### config.mk
export PLATFORM = sky130hd
export DESIGN_NAME = bwlp_lane
export DESIGN_NICKNAME = d
export VERILOG_FILES = /design/src/rtl/bwlp_pkg.sv /design/src/rtl/bwlp_lane.sv
export SDC_FILE = /design/constraint.sdc
export NUM_CORES = 2
export LEC_CHECK = 0
export ABC_AREA = 0
export BUFFER_PORTS_ARGS = -buffer_cell sky130_fd_sc_hd__buf_2
export CORE_UTILIZATION = 45
export DETAILED_ROUTE_END_ITERATION = 8
export PLACE_DENSITY = 0.67
export SLEW_MARGIN = 0
export SYNTH_ARGS = -nofsm -noshare
export SYNTH_HDL_FRONTEND = slang
export SYNTH_SLANG_ARGS = --single-unit
### constraint.sdc
create_clock -name clk -period 9 [get_ports clk]
set_input_delay 0.45 -clock clk [delete_from_list [all_inputs] [get_ports clk]]
set_output_delay 0.45 -clock clk [all_outputs]
set_load 0.005 [all_outputs]
### src/rtl/bwlp_pkg.sv
// ----------------------------------------------------------------------------
// bwlp_pkg
// Shared constants and types for the six-lane Butterworth low-pass biquad:
// register packing, sample format and the lane control/result bundles.
// ----------------------------------------------------------------------------
package bwlp_pkg;

  localparam int LANES          = 6;
  localparam int SAMPLE_BITS    = 16;
  localparam int COEF_FRAC_BITS = 20;
  localparam int STATE_BITS     = 40;

  // Lane coefficient register layout
  localparam int REG_BITS    = 64;
  localparam int EN_BIT      = 63;
  localparam int CFG_IDX_W   = $clog2(LANES);

  // Control from the top level to every lane
  typedef struct packed {
    logic start;
    logic ack;
  } lane_ctl_t;

  // Result of one lane for the current item
  typedef struct packed {
    logic                          done;
    logic                          ovf;
    logic signed [SAMPLE_BITS-1:0] y;
  } lane_res_t;

endpackage

### src/rtl/bwlp_lane.sv
// ----------------------------------------------------------------------------
// bwlp_lane
// One direct form II biquad lane. A single signed multiplier is stepped over
// the half-words of the delay values and of the output sum; the products are
// accumulated, rounded, range-checked and saturated over a fixed sequence.
// ----------------------------------------------------------------------------
module bwlp_lane #(
  parameter int STATE_BITS = bwlp_pkg::STATE_BITS
) (
  input  logic                                   clk,
  input  logic                                   rst_n,
  input  bwlp_pkg::lane_ctl_t                    ctl,
  input  logic signed [bwlp_pkg::SAMPLE_BITS-1:0] sample,
  input  logic [bwlp_pkg::REG_BITS-1:0]          coef,
  output bwlp_pkg::lane_res_t                    res
);

  localparam int SB    = bwlp_pkg::SAMPLE_BITS;
  localparam int F     = bwlp_pkg::COEF_FRAC_BITS;
  localparam int CW    = F + 3;
  localparam int VW    = STATE_BITS + 2;
  localparam int H     = VW / 2;
  localparam int HW    = VW - H;
  localparam int MA_W  = H + 1;
  localparam int PW    = MA_W + CW;
  localparam int ACC_W = STATE_BITS + F + 4;

  localparam logic signed [ACC_W-1:0] HALF_FB  = ACC_W'(1) <<< (F - 1);
  localparam logic signed [ACC_W-1:0] HALF_OUT = ACC_W'(1) <<< (2 * F - 1);
  localparam logic signed [ACC_W-1:0] ST_MAX   = (ACC_W'(1) <<< (STATE_BITS - 1)) - 1;
  localparam logic signed [ACC_W-1:0] ST_MIN   = -ST_MAX - 1;
  localparam logic signed [ACC_W-1:0] SMP_MAX  = (ACC_W'(1) <<< (SB - 1)) - 1;
  localparam logic signed [ACC_W-1:0] SMP_MIN  = -SMP_MAX - 1;

  // Sequencer codes
  localparam logic [3:0] ST_IDLE = 4'd0;
  localparam logic [3:0] ST_M0   = 4'd1;   // d1 low half * a1
  localparam logic [3:0] ST_M1   = 4'd2;   // d1 high half * a1
  localparam logic [3:0] ST_M2   = 4'd3;   // d2 low half * a2
  localparam logic [3:0] ST_M3   = 4'd4;   // d2 high half * a2
  localparam logic [3:0] ST_A3   = 4'd5;   // last feedback partial product
  localparam logic [3:0] ST_RND1 = 4'd6;   // round feedback to F fraction bits
  localparam logic [3:0] ST_W0   = 4'd7;   // new state value, overflow check
  localparam logic [3:0] ST_VSUM = 4'd8;   // w0 + 2*d1 + d2
  localparam logic [3:0] ST_M4   = 4'd9;   // v low half * b0
  localparam logic [3:0] ST_M5   = 4'd10;  // v high half * b0
  localparam logic [3:0] ST_A5   = 4'd11;  // last output partial product
  localparam logic [3:0] ST_RND2 = 4'd12;  // round output to integer
  localparam logic [3:0] ST_SAT  = 4'd13;  // saturate, commit state

  logic [3:0]                    st_r, st_nxt;
  logic signed [STATE_BITS-1:0]  d1_r, d2_r, w0_r;
  logic signed [VW-1:0]          v_r;
  logic signed [SB-1:0]          x_r;
  logic signed [PW-1:0]          prod_r;
  logic signed [ACC_W-1:0]       acc_r;
  logic                          ovf_r;
  logic signed [SB-1:0]          y_r;
  logic                          flag_r;
  logic                          done_r;

  logic signed [CW-1:0]          a1, a2, b0, mul_c;
  logic signed [VW-1:0]          opnd;
  logic signed [HW-1:0]          opnd_hi;
  logic signed [MA_W-1:0]        mul_a;
  logic signed [PW-1:0]          mul_p;
  logic                          lo_sel;
  logic signed [ACC_W-1:0]       prod_ext, x_ext, w0_full;
  logic                          w0_ovf, sat_hi, sat_lo;

  // Unpack coefficients
  assign a1 = signed'(coef[3*F+2:2*F]);
  assign a2 = signed'({3'b000, coef[2*F-1:F]});
  assign b0 = signed'({3'b000, coef[F-1:0]});

  // Select multiplier operands for the current step
  always_comb begin
    case (st_r)
      ST_M0, ST_M1: begin
        opnd  = VW'(d1_r);
        mul_c = a1;
      end
      ST_M2, ST_M3: begin
        opnd  = VW'(d2_r);
        mul_c = a2;
      end
      default: begin
        opnd  = v_r;
        mul_c = b0;
      end
    endcase
  end

  assign lo_sel  = (st_r == ST_M0) || (st_r == ST_M2) || (st_r == ST_M4);
  assign opnd_hi = opnd[VW-1:H];
  assign mul_a   = lo_sel ? signed'({1'b0, opnd[H-1:0]}) : MA_W'(opnd_hi);
  assign mul_p   = PW'(mul_a) * PW'(mul_c);

  assign prod_ext = ACC_W'(prod_r);
  assign x_ext    = ACC_W'(x_r) <<< F;
  assign w0_full  = x_ext - acc_r;
  assign w0_ovf   = (w0_full > ST_MAX) || (w0_full < ST_MIN);
  assign sat_hi   = acc_r > SMP_MAX;
  assign sat_lo   = acc_r < SMP_MIN;

  // Step sequence
  always_comb begin
    st_nxt = st_r;
    case (st_r)
      ST_IDLE: begin
        if (ctl.start && coef[bwlp_pkg::EN_BIT]) st_nxt = ST_M0;
      end
      ST_M0:   st_nxt = ST_M1;
      ST_M1:   st_nxt = ST_M2;
      ST_M2:   st_nxt = ST_M3;
      ST_M3:   st_nxt = ST_A3;
      ST_A3:   st_nxt = ST_RND1;
      ST_RND1: st_nxt = ST_W0;
      ST_W0:   st_nxt = ST_VSUM;
      ST_VSUM: st_nxt = ST_M4;
      ST_M4:   st_nxt = ST_M5;
      ST_M5:   st_nxt = ST_A5;
      ST_A5:   st_nxt = ST_RND2;
      ST_RND2: st_nxt = ST_SAT;
      ST_SAT:  st_nxt = ST_IDLE;
      default: st_nxt = ST_IDLE;
    endcase
  end

  // Control and filter state
  always_ff @(posedge clk) begin
    if (!rst_n) begin
      st_r   <= ST_IDLE;
      done_r <= 1'b0;
      d1_r   <= '0;
      d2_r   <= '0;
    end else begin
      st_r <= st_nxt;
      if (ctl.ack) begin
        done_r <= 1'b0;
      end else if ((st_r == ST_IDLE && ctl.start && !coef[bwlp_pkg::EN_BIT]) ||
                   st_r == ST_SAT) begin
        done_r <= 1'b1;
      end
      // Advance the delay line once the output is formed
      if (st_r == ST_SAT) begin
        d2_r <= d1_r;
        d1_r <= w0_r;
      end
    end
  end

  // Datapath
  always_ff @(posedge clk) begin
    prod_r <= mul_p;
    case (st_r)
      ST_IDLE: begin
        if (ctl.start) begin
          x_r    <= sample;
          y_r    <= sample;
          flag_r <= 1'b0;
        end
      end
      ST_M1:   acc_r <= prod_ext;
      ST_M2:   acc_r <= acc_r + (prod_ext <<< H);
      ST_M3:   acc_r <= acc_r + prod_ext;
      ST_A3:   acc_r <= acc_r + (prod_ext <<< H);
      ST_RND1: acc_r <= (acc_r + HALF_FB) >>> F;
      ST_W0: begin
        ovf_r <= w0_ovf;
        w0_r  <= w0_ovf ? x_ext[STATE_BITS-1:0] : w0_full[STATE_BITS-1:0];
      end
      ST_VSUM: v_r <= VW'(w0_r) + (VW'(d1_r) <<< 1) + VW'(d2_r);
      ST_M5:   acc_r <= prod_ext;
      ST_A5:   acc_r <= acc_r + (prod_ext <<< H);
      ST_RND2: acc_r <= (acc_r + HALF_OUT) >>> (2 * F);
      ST_SAT: begin
        if (sat_hi) begin
          y_r <= SMP_MAX[SB-1:0];
        end else if (sat_lo) begin
          y_r <= SMP_MIN[SB-1:0];
        end else begin
          y_r <= acc_r[SB-1:0];
        end
        flag_r <= ovf_r | sat_hi | sat_lo;
      end
      default: begin
      end
    endcase
  end

  assign res = '{done: done_r, ovf: flag_r, y: y_r};

endmodule

Word level (Yosys, flattened, before mapping)
Index checks and enable logic that the tools add are counted.
{ "word_totals": {"wordCells": 74, "register_bits": 310, "output_inout_bits": 18, "in_bits": 84} }
{ "classes": {"mul": 1, "magnitude_cmp": 4, "bitwise_logic": 3, "n_eq_ne": 15, "mux": 13, "n_addsub": 7, "n_reduce_logical": 18} }
{ "ops": {"columns": ["op", "n"], "rows": [
  ["64-bit case mux with 5 select lines", 1],
  ["42-bit case mux with 2 select lines", 1],
  ["64-bit by 21-bit adder with 64-bit output, second input constant", 1],
  ["64-bit by 41-bit adder with 64-bit output, second input constant", 1],
  ["64-bit by 45-bit adder with 64-bit output", 1],
  ["64-bit adder", 1],
  ["64-bit by 16-bit greater-than comparator with 1-bit output, second input constant", 1],
  ["64-bit by 40-bit greater-than comparator with 1-bit output, second input constant", 1],
  ["64-bit by 16-bit less-than comparator with 1-bit output, second input constant", 1],
  ["64-bit by 40-bit less-than comparator with 1-bit output, second input constant", 1],
  ["36-bit by 64-bit subtractor with 64-bit output", 1],
  ["4-bit case mux with 13 select lines", 1],
  ["16-bit two-way mux", 3],
  ["23-bit case mux with 2 select lines", 1],
  ["22-bit by 23-bit multiplier with 45-bit output", 1],
  ["40-bit by 41-bit adder with 42-bit output", 1],
  ["42-bit by 40-bit adder with 42-bit output", 1],
  ["40-bit two-way mux", 1],
  ["16-bit case mux with 2 select lines", 1],
  ["4-bit == test, second input constant", 6],
  ["22-bit two-way mux", 1],
  ["4-bit by 3-bit == test with 1-bit output, second input constant", 4],
  ["4-bit by 2-bit == test with 1-bit output, second input constant", 2],
  ["2-bit OR reduction", 4],
  ["other kinds (15)", 23]
]} }

Longest topological paths before layout
{ "logic_depth": {"word_depth": 5, "ltp_mapped": 38, "ltp_nobuf": 34} }

Worst setup path before layout
No wires, ideal clock.
{ "synth_timing": {"kind": "reg2reg", "startpoint": "reg st_r[1]", "endpoint": "reg prod_r[43]", "n_path_buf": 3, "synth_period_minus_slack_ns": 9.581, "setup_time_ns": 0.072, "arrival_ns": 9.510, "path_stages_with_launch": 35, "setup_slack_ns": -0.581, "required_time_ns": 8.928, "cell_sequence": "dfxtp_1 clkbuf_1 nor2b_1 nand2_1 a21oi_1 nor2_1 clkbuf_1 clkbuf_1 and2_1 a221oi_1 nor2_1 fa_1 inv_1 fa_1 inv_1 fa_1 fa_1 fa_1 fa_1 inv_1 fa_1 inv_1 ha_1 and4_1 and3_1 nand3_1 nor4b_1 nor2_1 a21oi_1 a31oi_1 o311ai_0 a221o_1 a21oi_1 a21oi_1 xor2_1"} }
{ "synth_via": {"elab_chain_len": 5, "elab_cells_between_ends": 13, "cone_classes": "mul (1); eq/ne (5); mux (3); reduce/logical (4)"} }
{ "synth_lines": {"columns": ["item", "line", "text"], "rows": [
  ["start, declared", "bwlp_lane.sv:51", "logic [3:0] st_r, st_nxt;"],
  ["start signal, assigned", "bwlp_lane.sv:138", "st_r <= st_nxt;"],
  ["4-bit by 2-bit == test with 1-bit output, or another cell as far along", "bwlp_lane.sv:78, bwlp_lane.sv:94", null],
  ["2-bit OR reduction or 1-bit logical OR (tied branches)", "bwlp_lane.sv:78, bwlp_lane.sv:94", null],
  ["42-bit case mux with 2 select lines or 1-bit logical OR (tied branches)", "bwlp_lane.sv:78, bwlp_lane.sv:94", null],
  ["22-bit two-way mux", "bwlp_lane.sv:96", "assign mul_a = lo_sel ? signed'({1'b0, opnd[H-1:0]}) : MA_W'(opnd_hi);"],
  ["22-bit by 23-bit multiplier with 45-bit output *", "bwlp_lane.sv:97", "assign mul_p = PW'(mul_a) * PW'(mul_c);"],
  ["named net mul_p[43]", "bwlp_lane.sv:66", "logic signed [PW-1:0] mul_p;"],
  ["end signal, assigned", "bwlp_lane.sv:155", "prod_r <= mul_p;"],
  ["end, declared", "bwlp_lane.sv:55", "logic signed [PW-1:0] prod_r;"]
]} }
Mark *: on every way through the listed nets, which the timed path passes. The rest lies on a longest branch.
A chain may end at the register's enable or synchronous reset.

Worst setup path in the final report
{ "layout_timing": {"startpoint": "reg st_r[0]", "endpoint": "reg prod_r[43]"} }
The elaborated chain is that of the path after synthesis.

==> out/results.txt <==
Worst path arrival time = 9170 ps
Count of hold buffers inserted by post-cts repair = 0
Vias post-DR = 37599
Count of unresolved DRC violations after routing = 0
Share of the clock period used by the worst path = 96.3%
Pin count of the biggest net entering global routing = 86
Path depth of the worst reg2reg path = 34
Setup violation total in the final timing report = 0
Critical path class = reg2reg
Result of the run = finished, final reports clean
Most frequent cells in the layout = sky130_fd_sc_hd__nand2_1 (666), sky130_fd_sc_hd__inv_1 (653), sky130_fd_sc_hd__fa_1 (564)
Std cell rows = 113
Die height = 313 um
Setup TNS Final = 0 ps
Total global routing track utilization = 28.5%
Clock latency of the later-clocked register in the worst-skew pair = 590 ps
Num Clock Sinks = 310
Antenna violations before repair = 1
Slowest cell on crit path = sky130_fd_sc_hd__fa_1
Syn Area/Cell = 8.78 sq um
Share of async-settable or async-resettable flops after synthesis = 0%
Data required time at the worst endpoint = 9510 ps
Number of pins with negative max-slew slack in the final report = 0
Number of distinct library cell variants in the gate-level netlist after synthesis = 81
Clock Root Buffer = sky130_fd_sc_hd__clkbuf_16
Initial core utilization = 45.6%
Layout cells sized above 1 = 10.4%
Relative area change from synthesis to final layout = 12.2%
Dpl hpwl = 112000 um
Clock buffers created by TritonCTS = 37
Initial DRT Pass Iterations = 6
Clock buffer depth = 3
Global route overflow = 0
Routed wirelength normalized by instance count = 21.6 um
Netlist Area Pre-Place = 43500 sq um
Worst setup path end = prod_r[43]
Global placer's final weighted congestion = 0.982
Top achievable clock speed = 115 MHz
Fin crit period = 8670 ps
Headroom to the max-slew limit = 14.5%
Critical Path Fanout Max = 19
Post-Syn Nets = 5932
Launch point of the critical path = st_r[0]
Number of standard cells after synthesis = 4955
Number of synthesized flops with an enable pin = 180
Clock transition at the registers of the reported paths = 60 ps
Antenna violation net count after detailed routing = 0
Worst hold slack after final layout = 25.6 ps
Number of nets in the finished design = 6140
Worst setup skew after layout = 29.9 ps
Number of placed I/O pins = 102
Crit path launch type = register
Number of synthesis warnings = 0
Count of buffers inserted at the top-level ports = 101
Total core area = 95400 sq um
Iter 0 DRT Violations = 3749
Number of H-tree levels = 2
Reg-to-reg slack, setup = 330 ps
Hold Violations, Final = 0
Clock tree from TritonCTS = done
Primary FF master, synth = sky130_fd_sc_hd__edfxtp_1
FF+latch count, synth = 310
Fillers = 8940
Global-route wire length before repair = 217000 um
Most common cell after layout, fill and taps aside = sky130_fd_sc_hd__nand2_1
Fraction of the yosys area taken by sequential cells = 18.4%
Hold Path Class = in2reg
Die X = 313 um
Overall die area = 97900 sq um
Number of maximum-capacitance violations = 0
Terminus of the critical flop-to-flop path = prod_r[43]
Maximum single-stage delay on the critical path = 560 ps
Actual transition at the worst max-transition pin = 1250 ps
Number of global-route vias before repair = 36899
Cell occurring most often along the worst timing path = sky130_fd_sc_hd__fa_1
Element type at the critical path end = register
Overall routed net length = 140000 um
Worst reg2reg startpoint = st_r[0]
Number of vias per cell after detailed routing = 5.82
==> layout make-up <==
cell class / instances / area, sq um / area share (%)
antenna: 1 / 2.50 / 0.00513
clock buffer: 51 / 1070 / 2.19
clock inverter: 17 / 150 / 0.308
inverter: 654 / 2450 / 5.03
multi-input combinational: 3784 / 32500 / 66.7
sequential: 310 / 8010 / 16.4
tap: 1265 / 1580 / 3.24
timing repair buffer: 376 / 2980 / 6.11
==> sequential cells by signal, indices dropped and copies added, names as in the netlist, 4 cells and up <==
signal	flops
acc_r	64
d1_r	40
d2_r	40
prod_r	45
st_r	4
v_r	42
w0_r	40
x_r	16
y_r	16
==> timing repair <==
item / in CTS / in global routing
buffers inserted: 0 / 18
setup endpoints to repair: 0 / 10
gates resized for setup: 0 / 31
==> synthesized netlist by cell type, types with 43 or more instances <==
library cell / instances / area (sq um)
sky130_fd_sc_hd__a211oi_1: 46 / 345
sky130_fd_sc_hd__xor2_1: 75 / 657
sky130_fd_sc_hd__nand3_1: 74 / 370
sky130_fd_sc_hd__fa_1: 564 / 11300
sky130_fd_sc_hd__ha_1: 329 / 4120
sky130_fd_sc_hd__and2_1: 83 / 519
sky130_fd_sc_hd__a21oi_1: 259 / 1300
sky130_fd_sc_hd__dfxtp_1: 130 / 2600
sky130_fd_sc_hd__nand2b_1: 43 / 269
sky130_fd_sc_hd__inv_1: 653 / 2450
sky130_fd_sc_hd__edfxtp_1: 180 / 5410
sky130_fd_sc_hd__nor2_1: 376 / 1410
sky130_fd_sc_hd__a21boi_0: 86 / 646
sky130_fd_sc_hd__o21ai_0: 168 / 841
sky130_fd_sc_hd__nor3_1: 49 / 245
sky130_fd_sc_hd__nand4_1: 54 / 338
sky130_fd_sc_hd__nand2_1: 667 / 2500
sky130_fd_sc_hd__clkbuf_1: 192 / 721
sky130_fd_sc_hd__xnor2_1: 215 / 1880
sky130_fd_sc_hd__a21o_1: 110 / 826
==> metrics by stage <==
step | instance area [sq um] | worst slack, ps | cells | util (%)
global placement | 47300 | 136 | 6369 | 49.5
floorplan | 43600 | 23.1 | 4955 | -
detailed placement | 47300 | 72.3 | 6369 | 49.5
finish | 48800 | 333 | 6458 | 51.1
CTS | 48500 | 4.04 | 6437 | 50.8
global route | 48800 | -14.6 | 6457 | 51.1
==> cells by family (layout without fill, tap and decap cells) <==
family | count (synthesis) | in the layout | share of synthesized area [%]
other | 0 | 1 | 0
XOR/XNOR | 290 | 290 | 5.84
multiplexers | 30 | 30 | 0.745
AO/OA/AOI/OAI | 1053 | 1053 | 16.4
flip-flops | 310 | 310 | 18.4
adder cells (fa/ha/maj) | 893 | 893 | 35.4
buffers and inverters | 862 | 1098 | 7.51
AND/OR/NAND/NOR | 1517 | 1518 | 15.7
==> routing by layer <==
metal | GRT usage, % | vias to the layer above | part of all wire [%]
met5 | 0 | - | 0
met2 | 44.4 | 1627 | 45
met3 | 4.09 | 314 | 8.5
met1 | 40.4 | 18510 | 42
met4 | 9.93 | 0 | 4.2
li1 | - | 17148 | -
==> critical path: cells and delay by family, from the launching register on <==
family / cells / cell delay [ps]
AO/OA/AOI/OAI: 9 / 1440
XOR/XNOR: 2 / 390
adder cells (fa/ha/maj): 8 / 3990
buffers and inverters: 8 / 990
flip-flops: 1 / 380
AND/OR/NAND/NOR: 7 / 1360
==> how the worst min path moves through the flow <==
stage	end	slack, ps	cells after the start	from
after global placement	d2_r[0]	480	2	d2_r[0]
final	done_r	30	2	ctl[0]
after CTS	done_r	0.5	2	ctl[0]
after floorplan	d2_r[0]	460	2	d2_r[0]
after detailed placement	d2_r[0]	500	2	d2_r[0]
after global routing	done_r	9	2	ctl[0]
Power is not shown: default switching activity piles up to over one toggle a cycle in this logic, so the estimate is an artifact.
